--- src/design/led_blink_queue_sequencer_defines.svh ---
// Assertion macros for the LED blink queue sequencer.
`ifndef LED_BLINK_QUEUE_SEQUENCER_DEFINES_SVH
`define LED_BLINK_QUEUE_SEQUENCER_DEFINES_SVH

// Same-cycle implication, checked on every clock edge outside reset.
`define LBQS_ASSERT_NOW(label, ante, cons) \
	label: assert property (@(posedge clk) disable iff (!arst_n) (ante) |-> (cons)) \
		else $error("lbqs assertion failed");

// Next-cycle implication, checked on every clock edge outside reset.
`define LBQS_ASSERT_NEXT(label, ante, cons) \
	label: assert property (@(posedge clk) disable iff (!arst_n) (ante) |=> (cons)) \
		else $error("lbqs assertion failed");

`endif

--- src/design/lbqs_pkg.sv ---
// Shared types and codes for the LED blink queue sequencer.
`timescale 1ns / 1ps

package lbqs_pkg;

	localparam logic OP_TICK = 1'b0;
	localparam logic OP_ENQ  = 1'b1;

	typedef enum logic [1:0] {
		PH_IDLE = 2'd0,
		PH_LIT  = 2'd1,
		PH_GAP  = 2'd2
	} phase_t;

	typedef struct packed {
		logic [15:0] on_time;
		logic [15:0] gap_time;
	} entry_t;

endpackage

--- src/design/lbqs_ring.sv ---
// Blink ring storage: one write port, one registered read port.
`timescale 1ns / 1ps

module lbqs_ring #(
	parameter int DEPTH = 8,
	parameter int AW    = 3
) (
	input  logic             clk,
	input  logic             wr_en,
	input  logic [AW-1:0]    wr_addr,
	input  lbqs_pkg::entry_t wr_data,
	input  logic             rd_en,
	input  logic [AW-1:0]    rd_addr,
	output lbqs_pkg::entry_t rd_data
);

	lbqs_pkg::entry_t mem [DEPTH];
	lbqs_pkg::entry_t rd_data_q;

	always_ff @(posedge clk) begin
		if (wr_en) begin
			mem[wr_addr] <= wr_data;
		end
	end

	// hold the last read word until the next read
	always_ff @(posedge clk) begin
		if (rd_en) begin
			rd_data_q <= mem[rd_addr];
		end
	end

	assign rd_data = rd_data_q;

endmodule

--- src/design/led_blink_queue_sequencer.sv ---
// Top level of the LED blink queue sequencer.
//
// Usage:
//   A transaction is offered on op/on_time/gap_time with start; it is taken at
//   a rising edge where start is high and busy is low. op = enqueue stores an
//   on-time/gap-time pair at the tail of the ring (refused with dropped = 1
//   when all QUEUE_DEPTH slots are in use). op = tick advances the blink
//   player by one millisecond.
//   Every transaction yields exactly one result on led/phase/queued/busy_res/
//   dropped, marked by done for a single cycle. The receiver cannot stall;
//   the result must be taken in that cycle.
//   Timing: an enqueue, or a tick while the player is idle, gives its result
//   in the cycle after acceptance. A tick while the LED is lit or in its gap
//   reads the head pair from the ring memory through its registered read port,
//   then finishes in S_EXEC before its result is registered; busy stays high in
//   between. Enqueues and idle ticks can be taken one transaction per cycle;
//   a timing tick holds busy high until its result, set by the ring read port.
//   Reset (arst_n low) empties the ring, parks the player idle with elapsed
//   time cleared and drops any pending result. Ring contents are not cleared;
//   only slots within the count are ever read.
`timescale 1ns / 1ps
`include "led_blink_queue_sequencer_defines.svh"

module led_blink_queue_sequencer #(
	parameter int QUEUE_DEPTH = 8
) (
	input  logic        clk,
	input  logic        arst_n,
	input  logic        start,
	output logic        busy,
	input  logic        op,
	input  logic [15:0] on_time,
	input  logic [15:0] gap_time,
	output logic        done,
	output logic        led,
	output logic [1:0]  phase,
	output logic [3:0]  queued,
	output logic        busy_res,
	output logic        dropped
);

	localparam int IDX_W = $clog2(QUEUE_DEPTH);
	localparam int CNT_W = $clog2(QUEUE_DEPTH + 1);

	typedef enum logic {
		S_READY,
		S_EXEC
	} fsm_t;

	fsm_t                 state_q, state_d;
	lbqs_pkg::phase_t     phase_q, phase_d;
	logic [IDX_W-1:0]     head_q, head_d;
	logic [CNT_W-1:0]     cnt_q, cnt_d;
	logic [15:0]          elapsed_q, elapsed_d;

	logic                 done_q;
	logic                 led_q;
	logic [1:0]           phase_out_q;
	logic [3:0]           queued_q;
	logic                 busy_res_q;
	logic                 dropped_q;

	logic                 accept;
	logic                 tick_timed;
	logic                 fire;
	logic                 drop;
	logic                 full;
	logic                 wr_en;
	logic                 rd_en;
	logic [IDX_W:0]       slot_sum;
	logic [IDX_W-1:0]     slot;
	logic [15:0]          bump;
	lbqs_pkg::entry_t     wr_data;
	lbqs_pkg::entry_t     rd_data;

	assign accept = start && !busy;
	assign busy   = (state_q == S_EXEC);
	assign full   = (cnt_q == CNT_W'(QUEUE_DEPTH));

	// A tick that has to look at the head pair: the LED is lit or in its gap.
	assign tick_timed = (op == lbqs_pkg::OP_TICK) &&
		(phase_q == lbqs_pkg::PH_LIT || phase_q == lbqs_pkg::PH_GAP);

	// Tail slot: head plus count, wrapped once. Only used when not full, so
	// the count fits in the index width.
	assign slot_sum = {1'b0, head_q} + (IDX_W + 1)'(cnt_q[IDX_W-1:0]);
	assign slot     = (slot_sum >= (IDX_W + 1)'(QUEUE_DEPTH))
		? IDX_W'(slot_sum - (IDX_W + 1)'(QUEUE_DEPTH))
		: slot_sum[IDX_W-1:0];

	assign wr_data.on_time  = on_time;
	assign wr_data.gap_time = gap_time;

	// Saturating millisecond count.
	assign bump = (elapsed_q == 16'hFFFF) ? elapsed_q : elapsed_q + 16'd1;

	lbqs_ring #(
		.DEPTH (QUEUE_DEPTH),
		.AW    (IDX_W)
	) u_ring (
		.clk     (clk),
		.wr_en   (wr_en),
		.wr_addr (slot),
		.wr_data (wr_data),
		.rd_en   (rd_en),
		.rd_addr (head_q),
		.rd_data (rd_data)
	);

	always_comb begin
		state_d   = state_q;
		phase_d   = phase_q;
		head_d    = head_q;
		cnt_d     = cnt_q;
		elapsed_d = elapsed_q;
		fire      = 1'b0;
		drop      = 1'b0;
		wr_en     = 1'b0;
		rd_en     = 1'b0;
		unique case (state_q)
			S_READY: begin
				if (accept) begin
					if (op == lbqs_pkg::OP_ENQ) begin
						// enqueue: store at the tail or refuse when full
						fire = 1'b1;
						if (full) begin
							drop = 1'b1;
						end else begin
							wr_en = 1'b1;
							cnt_d = cnt_q + CNT_W'(1);
						end
					end else if (tick_timed) begin
						// timing tick: fetch the head pair, finish next cycle
						rd_en   = 1'b1;
						state_d = S_EXEC;
					end else begin
						// idle tick: light the LED if anything is queued
						fire    = 1'b1;
						phase_d = lbqs_pkg::PH_IDLE;
						if (cnt_q != '0) begin
							phase_d   = lbqs_pkg::PH_LIT;
							elapsed_d = '0;
						end
					end
				end
			end
			S_EXEC: begin
				fire    = 1'b1;
				state_d = S_READY;
				unique case (phase_q)
					lbqs_pkg::PH_LIT: begin
						elapsed_d = bump;
						if (bump >= rd_data.on_time) begin
							phase_d   = lbqs_pkg::PH_GAP;
							elapsed_d = '0;
						end
					end
					lbqs_pkg::PH_GAP: begin
						elapsed_d = bump;
						if (bump >= rd_data.gap_time) begin
							// retire the head blink
							if (cnt_q != '0) begin
								cnt_d = cnt_q - CNT_W'(1);
							end
							head_d    = (head_q == IDX_W'(QUEUE_DEPTH - 1))
								? '0 : head_q + IDX_W'(1);
							phase_d   = lbqs_pkg::PH_IDLE;
							elapsed_d = '0;
						end
					end
					default: begin
						phase_d = lbqs_pkg::PH_IDLE;
					end
				endcase
			end
		endcase
	end

	always_ff @(posedge clk or negedge arst_n) begin
		if (!arst_n) begin
			state_q     <= S_READY;
			phase_q     <= lbqs_pkg::PH_IDLE;
			head_q      <= '0;
			cnt_q       <= '0;
			elapsed_q   <= '0;
			done_q      <= 1'b0;
			led_q       <= 1'b0;
			phase_out_q <= '0;
			queued_q    <= '0;
			busy_res_q  <= 1'b0;
			dropped_q   <= 1'b0;
		end else begin
			state_q   <= state_d;
			phase_q   <= phase_d;
			head_q    <= head_d;
			cnt_q     <= cnt_d;
			elapsed_q <= elapsed_d;
			done_q    <= fire;
			if (fire) begin
				led_q       <= (phase_d == lbqs_pkg::PH_LIT);
				phase_out_q <= phase_d;
				queued_q    <= 4'(cnt_d);
				busy_res_q  <= (cnt_d != '0) || (phase_d != lbqs_pkg::PH_IDLE);
				dropped_q   <= drop;
			end
		end
	end

	assign done     = done_q;
	assign led      = led_q;
	assign phase    = phase_out_q;
	assign queued   = queued_q;
	assign busy_res = busy_res_q;
	assign dropped  = dropped_q;

	// count never exceeds the ring size
	`LBQS_ASSERT_NOW(a_cnt_bound, 1'b1, cnt_q <= CNT_W'(QUEUE_DEPTH))
	// a timing tick waits for the ring read before its result
	`LBQS_ASSERT_NEXT(a_tick_waits, accept && tick_timed, busy && !done)
	// the read-modify step always completes in the following cycle
	`LBQS_ASSERT_NEXT(a_exec_done, state_q == S_EXEC, done && !busy)
	// a refused enqueue only happens with a full ring
	`LBQS_ASSERT_NOW(a_drop_full, done && dropped, full && (phase_q == $past(phase_q)))

endmodule
--- config.mk ---
export PLATFORM = sky130hd
export DESIGN_NAME = led_blink_queue_sequencer
export DESIGN_NICKNAME = d
export VERILOG_FILES = /design/src/design/lbqs_pkg.sv /design/src/design/lbqs_ring.sv /design/src/design/led_blink_queue_sequencer.sv
export VERILOG_INCLUDE_DIRS = /design/src /design/src/design
export SDC_FILE = /design/constraint.sdc
export NUM_CORES = 1
export LEC_CHECK = 0
export ABC_CLOCK_PERIOD_IN_PS = 6250
export BUFFER_PORTS_ARGS = -buffer_cell sky130_fd_sc_hd__buf_2
export CORE_UTILIZATION = 62
export CTS_BUF_LIST = sky130_fd_sc_hd__clkbuf_8 sky130_fd_sc_hd__clkbuf_16
export DETAILED_ROUTE_END_ITERATION = 6
export PLACE_DENSITY = 0.8
export SYNTH_ARGS = -nofsm -noshare
export SYNTH_HDL_FRONTEND = slang
export SYNTH_SLANG_ARGS = --single-unit
--- constraint.sdc ---
create_clock -name clk -period 6.25 [get_ports clk]
set_clock_uncertainty 0.2 [all_clocks]
set_input_delay 0 -clock clk [delete_from_list [all_inputs] [get_ports clk]]
set_output_delay 0 -clock clk [all_outputs]
set_load 0.1 [all_outputs]
# Word-level counts from Yosys, hierarchy flattened
# Memories as Yosys holds them, arrays and structs flattened. A register that Yosys moved wholly into a read port is not among the register bits.
# Cells that the tools add are included.
[op_classes]
add_sub_neg = 6
n_lt_le_gt_ge = 3
n_eq_ne = 11
n_mux = 45
bitwise_logic = 2
n_reduce_logical = 10
[ops]
columns = ["cell", "n"]
rows = [
  ["$mux 16", 7],
  ["$pmux 16 s2", 2],
  ["$ge 16x16->1", 2],
  ["$mux 4", 6],
  ["$mux 1", 18],
  ["$add 16x1->16 const B", 1],
  ["$eq 16x16->1 const B", 1],
  ["$mux 2", 5],
  ["$ne 2x2->1 const B", 4],
  ["$pmux 2 s2", 2],
  ["$pmux 4 s2", 1],
  ["$reduce_bool 4->1", 2],
  ["$mux 3", 2],
  ["$reduce_and 5->1", 1],
  ["$add 3x3->4", 1],
  ["$add 4x1->4 const B", 1],
  ["$eq 2x1->1 const B", 2],
  ["$eq 4x4->1 const B", 1],
  ["$ge 4x4->1 const B", 1],
  ["$pmux 1 s2", 2],
  ["$sub 4x1->4 const B", 1],
  ["$add 3x1->3 const B", 1],
  ["$eq 3x3->1 const B", 1],
  ["$ne 3x1->1 const B", 1],
  ["8 further kinds", 11],
]
[totals]
register_bits = 36
ram_bits = 256
in_bits = 36
out_inout_bits = 11
n_memories = 1
[memory_table]
columns = ["memory", "depth", "word_bits", "rd", "rd_ports_with_merged_regs", "wr", "line", "text"]
rows = [
  ["u_ring.mem", 8, 32, 1, 1, 1, "lbqs_ring.sv:17", "lbqs_pkg::entry_t mem [DEPTH];"],
]

# Logic depth before layout (Yosys ltp)
# Gate-level depths: netlist of run 1.
[depth]
ltp_word = 9
depth_mapped = 17
ltp_nobuf = 16

# Cells and area by module
# A second synthesis of run 1 with hierarchy kept.
[hier_totals]
hier_cells = 759
hier_area_um2 = 13775.7
[by_module_without_submodules]
columns = ["mod", "n_inst", "cells_per_inst", "area_each_um2", "seq_area_each_um2"]
rows = [
  ["lbqs_ring", 1, 415, 10786.6, 8648.3],
  ["led_blink_queue_sequencer", 1, 344, 2989.1, 900.9],
]

# Least setup slack after synthesis of run 1
# OpenSTA, ideal clock, no wires.
[synth_path]
kind = "reg-to-reg"
start = "reg state_q, in the netlist busy"
end = "mem u_ring.mem[0][0] (netlist name), enable pin"
arrival_ps = 4837
required_time_ps = 5549
setup_slack_ps = 712
stages_incl_launch_ff = 6
synth_period_minus_slack_ps = 5538
cell_sequence = "dfrtp_1 > clkbuf_1 > and3b_1 > clkbuf_1 > o21ai_0 > nor4_1"
[synth_via]
elab_chain_cells = 6
[synth_lines]
columns = ["item", "line", "text"]
rows = [
  ["start: declaration", "led_blink_queue_sequencer.sv:50", "fsm_t state_q, state_d;"],
  ["start signal: assignment", "led_blink_queue_sequencer.sv:193", "state_q <= state_d;"],
  ["$logic_not 1->1", "led_blink_queue_sequencer.sv:76", "assign accept = start && !busy;"],
  ["$logic_and 1x1->1", "led_blink_queue_sequencer.sv:76", ""],
  ["$mux 1", "led_blink_queue_sequencer.sv:122", "if (accept) begin"],
  ["$mux 1 (*)", "led_blink_queue_sequencer.sv:120", "unique case (state_q)"],
  ["$mux 1 (*)", "lbqs_ring.sv:21", "if (wr_en) begin"],
  ["$mux 1 (not written as such) (*)", "lbqs_ring.sv:22", "mem[wr_addr] <= wr_data;"],
  ["end: declaration", "lbqs_ring.sv:17", ""],
]
# Mark *: on every way between the ends. The rest lies on a longest branch, timed or not.

# Worst setup path after layout of run 1
[layout_path]
start = "reg elapsed_q[0]"
end = "reg elapsed_q[0]"
[layout_via]
elab_chain_cells = 6
word_cells_on_any_way = 9
[layout_lines]
columns = ["item", "line", "text"]
rows = [
  ["start: declaration", "led_blink_queue_sequencer.sv:54", "logic [15:0] elapsed_q, elapsed_d;"],
  ["start signal: assignment", "led_blink_queue_sequencer.sv:197", "elapsed_q <= elapsed_d;"],
  ["$add 16x1->16 / $eq 16x16->1 (equally long branches)", "led_blink_queue_sequencer.sv:95", "assign bump = (elapsed_q == 16'hFFFF) ? elapsed_q : elapsed_q + 16'd1;"],
  ["$mux 16 (*)", "led_blink_queue_sequencer.sv:95", ""],
  ["$ge 16x16->1 (on tied branches)", "led_blink_queue_sequencer.sv:160, led_blink_queue_sequencer.sv:153", ""],
  ["$mux 16 (on tied branches)", "led_blink_queue_sequencer.sv:160, led_blink_queue_sequencer.sv:153", ""],
  ["$pmux 16 s2 (*)", "led_blink_queue_sequencer.sv:150", "unique case (phase_q)"],
  ["$pmux 16 s2 (*)", "led_blink_queue_sequencer.sv:120", ""],
]
# Marked as above.
# A chain may end at the register's enable or synchronous reset.

==> results of run 1 <==
[flip-flops by register name, indices dropped and copies added (netlist names), 2 cells and up]
register,count
phase,2
cnt_q,4
u_ring.mem,256
head_q,3
elapsed_q,16
phase_q,2
queued,4
u_ring.rd_data,32
[repair_timing]
action | in CTS | in global routing
endpoints found under the hold margin | 304 | 0
endpoints found under the setup margin | 0 | 0
hold buffers | 38 | 0
[cells in the final DEF (no fill, tap or decap), types with 3 or more instances in the layout]
master	count
clkinv_1	10
nand3_1	15
nor2b_1	3
o2111ai_1	3
clkbuf_16	34
nand4_1	6
dfrtp_1	34
a211oi_1	3
nand2_1	38
a21o_1	8
xnor2_1	9
a22o_1	9
clkinv_2	3
buf_4	12
buf_2	46
o21a_1	5
mux4_2	64
ha_1	40
inv_1	51
xor2_1	4
dlygate4sd3_1	37
nor3_1	11
nand3b_1	4
a21oi_1	21
and3_1	3
edfxtp_1	288
nor2_1	26
mux2_2	35
o21ai_0	6
nor3_2	5
o21ai_1	8
[through the flow]
stage                     cells  instance area, um2  power [mW]   util
after global routing       1172               15600        5.35  0.736
after CTS                  1172               15600        5.19  0.736
after global placement     1073               14200        3.29  0.669
after detailed placement   1073               14200        3.33  0.669
final                      1172               15600        5.17  0.736
after floorplan             767               13600        3.13      -
[routing by layer]
metal	up-vias	track usage	part of all wire
li1	3238	-	-
met1	3734	0.339	0.41
met2	285	0.428	0.50
met3	60	0.0561	0.060
met4	2	0.0975	0.029
met5	-	0	0.00044
[cells by family after synthesis]
logic type,share of synthesized area
xor+xnor,0.00838
flops,0.703
fa+ha+maj,0.0383
simple gates,0.0471
mux,0.137
compound gates,0.0451
buf+inv,0.0216
[worst paths after layout]
path	startpoint	to	slack (ns)	cells after the start
worst min register to register	queued[0]	queued[0]	0.27	2
min in group asynchronous	arst_n	elapsed_q[9]	0.30	4
worst max register to register	elapsed_q[0]	elapsed_q[0]	1.54	15
worst min-delay path	gap_time[9]	u_ring.mem[5][9]	0.08	2
max in group asynchronous	arst_n	head_q[0]	5.32	4
worst max-delay path	elapsed_q[0]	elapsed_q[0]	1.54	15
[area by class of cell]
type                       count  area, um2
multi-input combinational    370       3790
inverter                      46        173
clock inverter                26        170
sequential                   324       9550
timing repair buffer          96        711
tap                          275        344
fill                        1235       5610
clock buffer                  35        865
[worst reg2reg max path, cell delays in order (launching register included)]
cell      delay (ns)
dfrtp_1         0.44
ha_1            0.26
and3_1          0.23
nand4_1         0.18
nor2_1          0.12
or3_1           0.46
nor3_1          0.37
xor2_1          0.24
ha_1            0.29
nand4_1         0.10
nor2_1          0.06
a221o_1         0.38
a2111o_1        0.40
a21boi_4        0.54
a21oi_1         0.15
mux2i_1         0.18
[power groups by stage]
stage | logic, mW | clock network [mW] | registers [mW]
after floorplan | 0.314 | 0 | 2.82
after global placement | 0.645 | 0 | 2.65
after detailed placement | 0.671 | 0 | 2.66
after CTS | 0.695 | 1.88 | 2.62
after global routing | 0.747 | 1.96 | 2.64
final | 0.693 | 1.85 | 2.63
==> out/metrics.cfg, run 1 <==
[floorplan]
core_mm2 = 0.0212
dieArea_mm2 = 0.0225
fp.dieH_um = 150
die_w_um = 150
num_rows = 53
ioPinCount = 47
initial_core_util = 0.640

[timing]
fmax_mhz = 212
tns_ns = 0
post-route-min-period_ns = 4.71
setup_slack_ns = 1.54
tightest_slew_ns = 0.941
hold_viol = 0
setup_violations = 0
slew_headroom = 0.372
grt_setup_unrepaired = false
holdWs_ns = 0.0791
final_max_slew_viol_count = 0
finalCritPeriodShare = 0.753

[critical_path]
path_cells = ha_1 -> and3_1 -> nand4_1 -> nor2_1 -> or3_1 -> nor3_1 -> xor2_1 -> ha_1 -> nand4_1 -> nor2_1 -> a221o_1 -> a2111o_1 -> a21boi_4 -> a21oi_1 -> mux2i_1
cp_num_buf_inv = 0
cp-end-kind = register
startpoint_type = register
slowest_stage = a21boi_4
worstPathRequired_ns = 6.48
cp.arrival_ns = 4.94
cp_top_family = simple AND/OR/NAND/NOR gates
cp_max_fo = 24
cpPeakStageDelay_ns = 0.54
worstSetupPathType = reg2reg

[global_route]
grt_antenna_before_repair = 1
first_global_vias = 7649
grt_pass1_wl_mm = 42.3
grt_overflow = 0
grt_usage = 0.259
grt_max_degree = 67

[cts]
cts_setup_buffers = 0
cts_tree = built
cts_buffer_depth = 3
cts_buffers = 34
clk_latency_ns = 0.52
cts_sinks = 324
htreeDepth = 2
clkTransAtPathRegs_ns = 0.06
cts_resized = 0
cts_root_buf = clkbuf_16

[route]
routed_via_density = 6.24
detail_route.wl_per_cell_um = 23.2
dr_total_vias = 7319
drtAntennaViolNets = 0
wl_mm = 27.2
first_pass_iters = 4
detail_route.iter0.violations = 372
drc = 0

[logic_synthesis]
synth_top_area_share = 0.637
yosys_warnings = 0
ys_seq_area_frac = 0.703
synthArstFlopShare = 0.111
syn-num-nets = 844
syn_inst = 767
ys.flop_type = edfxtp_1
synth-edff-count = 288
synth_area_mm2 = 0.0136
ys_ff_latch = 324
synth_top_area_cell = edfxtp_1
syn_area_per_cell_um2 = 17.7
synthTopCellsByCount = edfxtp_1 (288), mux4_2 (64), inv_1 (43)
synth_area_leaders = edfxtp_1 (64%), mux4_2 (11%), dfrtp_1 (6.6%)
synth.most_common_cell = edfxtp_1
yosysUniqueCellTypes = 62

[power]
power_leakage_nw = 5.56
power_switching_share = 0.268
p_sw_mw = 1.39
vdd_ir_drop_max_mv = 0.310
clock_power_share = 0.358
intPower_mw = 3.78
p_comb_frac = 0.134
power.density_mw_per_mm2 = 331
power.share.sequential = 0.508

[cells_and_area]
n_antenna_cell = 0
areaGrowthSynthToFinish_pct = 14.9
layout.nets = 949
layout-drive-gt1-share = 0.247

[place]
gp_congestion = 0.882
portBuffers = 46
place_ws_ns = 1.65
hpwl_mm = 15.5

[hold_path]
worstHoldPathType = in2reg

[job]
drv_cap = 0

[outcome]
status = finished clean

Power figures use the tool's default switching activity.
==> inputs of run 2 (changes only) <==
ABC_CLOCK_PERIOD_IN_PS = 3900   (was 6250)
CORE_UTILIZATION = 56   (was 62)
PLACE_DENSITY = 0.76   (was 0.8)
clock period = 3.9 ns   (was 6.25 ns; I/O delays follow)
==> run 2 against run 1 <==
Net effect: the flow now finishes with violations (negative setup slack); first-iteration DRC count up 63%; flip-flop and latch count unchanged; setup slack worse by 1.5 ns; register-to-register slack worse by 1.5 ns; core utilization down 4.9 points; largest cell class unchanged; highest routed layer is now met4.
==> out/metrics.cfg, run 2 (synthesis results as in run 1) <==
[global_route]
grt_max_degree = 67  ; unchanged
first_global_vias = 7781  ; +1.7%
grt_overflow = 0  ; unchanged
grt_usage = 0.234  ; -0.0241
grt_antenna_before_repair = 0  ; -1
grt_pass1_wl_mm = 43.3  ; +2.4%

[timing]
post-route-min-period_ns = 3.90  ; -0.807 ns
setup_violations = 1  ; +1
tightest_slew_ns = 1.09  ; +0.144 ns
slew_headroom = 0.269  ; -0.104
fmax_mhz = 256  ; +21%
setup_slack_ns = -0.0000515  ; -1.54 ns
finalCritPeriodShare = 1.00  ; +0.247
grt_setup_unrepaired = true
final_max_slew_viol_count = 0  ; unchanged
holdWs_ns = 0.0554  ; -0.0236 ns
hold_viol = 0  ; unchanged
tns_ns = -0.0000515  ; -0.0000515 ns

[floorplan]
fp.dieH_um = 158  ; +5.2%
core_mm2 = 0.0236  ; +11%
num_rows = 56  ; +5.7%
die_w_um = 158  ; +5.2%
dieArea_mm2 = 0.0249  ; +11%
ioPinCount = 47  ; unchanged
initial_core_util = 0.575  ; -0.0649

[cells_and_area]
layout_common_cells = edfxtp_1 (288), mux4_2 (64), inv_1 (49)
n_antenna_cell = 0  ; unchanged
largest_reg_flops = 256  ; unchanged
top_register = u_ring.mem
finalNonFillerCells = 1251  ; +6.7%
layout_commonest_cell = edfxtp_1
final_area_mm2 = 0.0162  ; +3.9%
fin_util = 0.687  ; -0.0489
layout-drive-gt1-share = 0.314  ; +0.0669
layout.nets = 985  ; +3.8%
fill_cells = 1455  ; +18%
areaGrowthSynthToFinish_pct = 19.4

[critical_path]
cpPeakStageDelay_ns = 0.39  ; -0.15 ns
cp-end-kind = register
cp.arrival_ns = 4.15  ; -0.79 ns
startpoint_type = register
worstPathRequired_ns = 4.15  ; -2.33 ns
path_depth = 17  ; +2
reg2reg_depth = 17  ; +2
cp_max_fo = 3  ; -88%
cp_top_family = simple AND/OR/NAND/NOR gates
path_cells = ha_2 -> and3_4 -> nand4_1 -> nor2_2 -> or3_4 -> nor3_4 -> xor2_2 -> ha_1 -> nand4_1 -> nor2_1 -> a221o_1 -> buf_4 -> a211o_1 -> and3_4 -> nor3_4 -> inv_2 -> o31ai_2
slowest_stage = dfrtp_1
worstSetupPathType = reg2reg
cp_num_buf_inv = 2  ; +2

[place]
hpwl_mm = 16.0  ; +3.1%
dp_cells = 1143  ; +6.5%
place_ws_ns = -0.0894  ; -1.74 ns
gp_congestion = 1.01  ; +14%
place_area_mm2 = 0.0146  ; +2.8%
portBuffers = 46  ; unchanged

[power]
power_switching_share = 0.266  ; -0.00237
finalPower_mw = 8.32  ; +61%
power.density_mw_per_mm2 = 513  ; +55%
power.share.sequential = 0.502  ; -0.006
p_sw_mw = 2.21  ; +60%
p_comb_frac = 0.154  ; +0.020
intPower_mw = 6.11  ; +62%
vdd_ir_drop_max_mv = 0.428  ; +38%
power_leakage_nw = 5.84  ; +5.0%
clock_power_share = 0.344  ; -0.014

[route]
drtAntennaViolNets = 0  ; unchanged
dr_total_vias = 7474  ; +2.1%
wl_mm = 27.6  ; +1.8%
drc = 0  ; unchanged
detail_route.iter0.violations = 606  ; +63%
maxUsedRoutingLayer = met4
met3_length_mm = 1.28  ; -21%
wirelength_met1_mm = 11.5  ; +3.9%
routed_via_density = 5.97  ; -4.3%
first_pass_iters = 5  ; +1
detail_route.wl_per_cell_um = 22.1  ; -4.6%
wl_met2_mm = 13.6  ; -0.27%

[cts]
cts_buffers = 30  ; -12%
clkTransAtPathRegs_ns = 0.06  ; about the same
htreeDepth = 1  ; -1
cts_sinks = 324  ; unchanged
cts_tree = built
clk_latency_ns = 0.55  ; +0.03 ns
cts_root_buf = clkbuf_16
cts_buffer_depth = 3  ; unchanged

[hold_path]
worstHoldPathType = in2reg
min_path_cells = 2  ; unchanged

[outcome]
violations = negative setup slack
status = finished with violations

[job]
drv_cap = 0  ; unchanged

==> run 2: cell types whose count changed in the layout (fill, tap and decap cells not counted), moves of 4 or more <==
| cell | delta |
|---|---|
| buf_4 | +29 |
| nor3_4 | +5 |
| buf_12 | +7 |
| clkinv_2 | +4 |
| clkinv_1 | -4 |
| buf_6 | +4 |
==> run 2: power by group through the flow <==
| stage | logic, mW | registers, mW | clock network [mW] |
|---|---|---|---|
| after floorplan | 0.514 | 4.51 | 0 |
| after global placement | 1.15 | 4.23 | 0 |
| after detailed placement | 1.18 | 4.25 | 0 |
| after CTS | 1.27 | 4.18 | 2.91 |
| after global routing | 1.37 | 4.20 | 3.03 |
| final | 1.28 | 4.18 | 2.86 |
==> run 2: final cells by class <==
class                           instances  area [um2]  share of cell area
Inverter                               46         173              0.0106
Sequential cell                       324        9560               0.589
Tap cell                              319         399              0.0246
Clock buffer                           32         790              0.0487
Multi-Input combinational cell        370        3990               0.246
Timing Repair Buffer                  136        1110              0.0687
Clock inverter                         24         193              0.0119
==> run 2: what timing repair did <==
item | 4_1_cts | 5_1_grt
endpoints found under the setup margin | 11 | 29
hold buffers | 38 | 0
hold endpoints to repair | 305 | 0
pin swaps | 10 | 8
gates cloned | 2 | 0
resized for setup | 16 | 22
setup buffers | 8 | 8
==> run 2: routing by layer <==
metal,vias to the layer above,global-route usage
li1,3312,-
met1,3849,0.308
met2,235,0.389
met3,78,0.0356
met4,0,0.108
met5,-,0
==> run 2: path summary, 6_finish.rpt <==
| check | startpoint | to | slack (ns) |
|---|---|---|---|
| worst min-delay path | on_time[15] | u_ring.mem[2][31] | 0.06 |
| worst min register to register | queued[0] | queued[0] | 0.26 |
| max in group asynchronous | arst_n | elapsed_q[11] | 3.00 |
| min in group asynchronous | arst_n | head_q[2] | 0.30 |
| worst max register to register | elapsed_q[1] | led | -0.00005 |
| worst max-delay path | elapsed_q[1] | led | -0.00005 |
==> inputs of run 3 (changes only) <==
==> constraint.sdc (replaced) <==
create_clock -name clk -period 3.9 [get_ports clk]
set_clock_uncertainty 0.2 [all_clocks]
set_input_delay 0.78 -clock clk [delete_from_list [all_inputs] [get_ports clk]]
set_output_delay 0.78 -clock clk [all_outputs]
set_load 0.1 [all_outputs]
==> run 3 against run 2 <==
Net effect: the run still ends with negative setup slack left; cell area shrank 1.6%; cell count shrank 2.8%; routed wire length grew 0.50%; largest power group unchanged; largest cell class unchanged; core utilization shrank 1.1 points; global-route usage shrank 0.34 points; critical endpoint is now elapsed_q[11]; flip-flop and latch count is the same.
==> out/metrics.cfg, run 3 (synthesis results as in run 1) <==
[place]
hpwl_mm = 16.2  ; +1.4%
place_area_mm2 = 0.0146  ; about the same
gp_congestion = 1.01  ; +0.17%
place_ws_ns = -0.0997  ; -0.0103 ns
portBuffers = 46  ; unchanged

[critical_path]
reg2reg_depth = 17  ; unchanged
cpPeakStageDelay_ns = 0.42  ; +0.03 ns
cp.arrival_ns = 4.23  ; +0.08 ns
worstSetupPathType = reg2reg
startpoint_type = register
cp_num_buf_inv = 2  ; unchanged
cp-end-kind = register
cp_max_fo = 6  ; +3
crit_start = elapsed_q[1]
r2r_slack_ns = -0.05  ; -0.05 ns
path_cells = ha_4 -> and3_4 -> nand4_1 -> nor2_2 -> or3_4 -> nor3_4 -> xor2_2 -> ha_1 -> nand4_1 -> nor2_2 -> a221o_1 -> a2111o_1 -> a21boi_4 -> buf_6 -> buf_16 -> nand3b_1 -> nand3_1
cp_top_family = simple AND/OR/NAND/NOR gates
worstPathRequired_ns = 4.18  ; +0.03 ns
r2r-start = elapsed_q[1]
slowest_stage = dfrtp_1
reg2reg_to = elapsed_q[11]

[floorplan]
initial_core_util = 0.575  ; unchanged
die_w_um = 158  ; unchanged
dieArea_mm2 = 0.0249  ; unchanged
num_rows = 56  ; unchanged
ioPinCount = 47  ; unchanged
fp.dieH_um = 158  ; unchanged
core_mm2 = 0.0236  ; unchanged

[power]
power.density_mw_per_mm2 = 531  ; +3.4%
vdd_ir_drop_max_mv = 0.434  ; +1.5%
power_leakage_nw = 5.72  ; -2.0%

[cts]
clk_latency_ns = 0.55  ; about the same
cts_root_buf = clkbuf_16
htreeDepth = 1  ; unchanged
clkTransAtPathRegs_ns = 0.06  ; about the same
cts_buffer_depth = 3  ; unchanged
postCtsHoldBufs = 0  ; -100%
cts_tree = built
cts_sinks = 324  ; unchanged
cts_buffers = 31  ; +3.3%

[timing]
post-route-min-period_ns = 3.95  ; +0.0491 ns
final_max_slew_viol_count = 0  ; unchanged
setup_violations = 15  ; +14
tightest_slew_ns = 1.10  ; +0.0137 ns
grt_setup_unrepaired = true
hold_viol = 0  ; unchanged
setup_slack_ns = -0.0491  ; -0.0491 ns
finalCritPeriodShare = 1.01  ; +0.0126
fmax_mhz = 253  ; -1.2%
slew_headroom = 0.259  ; -0.00926
tns_ns = -0.346  ; -0.346 ns

[global_route]
grt_usage = 0.231  ; -0.00336
grt_overflow = 0  ; unchanged
grt_max_degree = 67  ; unchanged
grt_antenna_before_repair = 0  ; unchanged
grt_pass1_wl_mm = 42.3  ; -2.2%
first_global_vias = 7484  ; -3.8%

[route]
dr_total_vias = 7311  ; -2.2%
wl_mm = 27.8  ; +0.50%
first_pass_iters = 6  ; +1
drc = 0  ; unchanged
routed_via_density = 6.01  ; +0.63%
detail_route.wl_per_cell_um = 22.9  ; +3.4%
drtAntennaViolNets = 0  ; unchanged
detail_route.iter0.violations = 629  ; +3.8%

[outcome]
status = finished with violations
violations = negative setup slack

[cells_and_area]
top_register = u_ring.mem
layout_commonest_cell = edfxtp_1
fill_cells = 1456  ; +0.069%
final_area_mm2 = 0.0160  ; -1.6%
layout_common_cells = edfxtp_1 (288), mux4_2 (64), inv_1 (47)
areaGrowthSynthToFinish_pct = 17.5
layout-drive-gt1-share = 0.332  ; +0.0178
layout.nets = 952  ; -3.4%
largest_reg_flops = 256  ; unchanged
fin_util = 0.676  ; -0.0108
n_antenna_cell = 0  ; unchanged

[job]
drv_cap = 0  ; unchanged

[hold_path]
worstHoldPathType = in2async

run 3: cell types whose count changed in the layout (fill, tap and decap cells not counted), sizes merged:
cell and change:
bufinv +2, inv -2, dlygate4sd3 -37, buf +3, clkinvlp +3, clkinv -4
run 3: cell type report:
cell class,count,area [um2],share of cell area
clock buffers,32,790,0.0495
inverters,46,173,0.0108
well taps,319,399,0.0250
multi-input cells,370,4010,0.251
flip-flops and latches,324,9550,0.599
repair buffers,102,806,0.0505
clock inverters,23,235,0.0147
run 3: metal layers:
layer  track usage  share of wire  wire [um]  vias to the layer above
met4        0.0975          0.034        939                        0
met1         0.308           0.41      11400                     3758
met3        0.0348          0.052       1440                       55
li1              -              -          -                     3253
met5             0              0          0                        -
met2         0.382           0.50      14000                      245
run 3: how the worst max path moves through the flow:
stage / endpoint / slack (ns) / cells past startpoint
after floorplan: u_ring.mem[4][0] / -0.77 / 5
after global placement: elapsed_q[6] / 0.04 / 16
after detailed placement: elapsed_q[8] / -0.1 / 16
after CTS: elapsed_q[13] / -0.07 / 17
after global routing: elapsed_q[11] / -0.17 / 17
final: elapsed_q[11] / -0.05 / 17
run 3: repair_timing:
action | CTS | global route
buffers inserted | 6 | 9
endpoints found under the setup margin | 11 | 25
gates resized for setup | 16 | 26
gates cloned | 3 | 0
endpoints found under the hold margin | 0 | 0
pin swaps | 18 | 22
run 3: through the flow:
stage               std cells  hold slack [ns]  total power, mW
global placement         1144            0.244             5.38
global route             1216            0.172             8.74
CTS                      1208            0.128             8.43
detailed placement       1144            0.254             5.43
finish                   1216            0.112             8.47
floorplan                 767            0.284             5.02
run 3: power breakdown:
part	leakage [nW]	internal, mW	switching (mW)
logic	2.15	0.398	0.893
registers	3.06	4.06	0.127
clock network	0.511	1.78	1.21
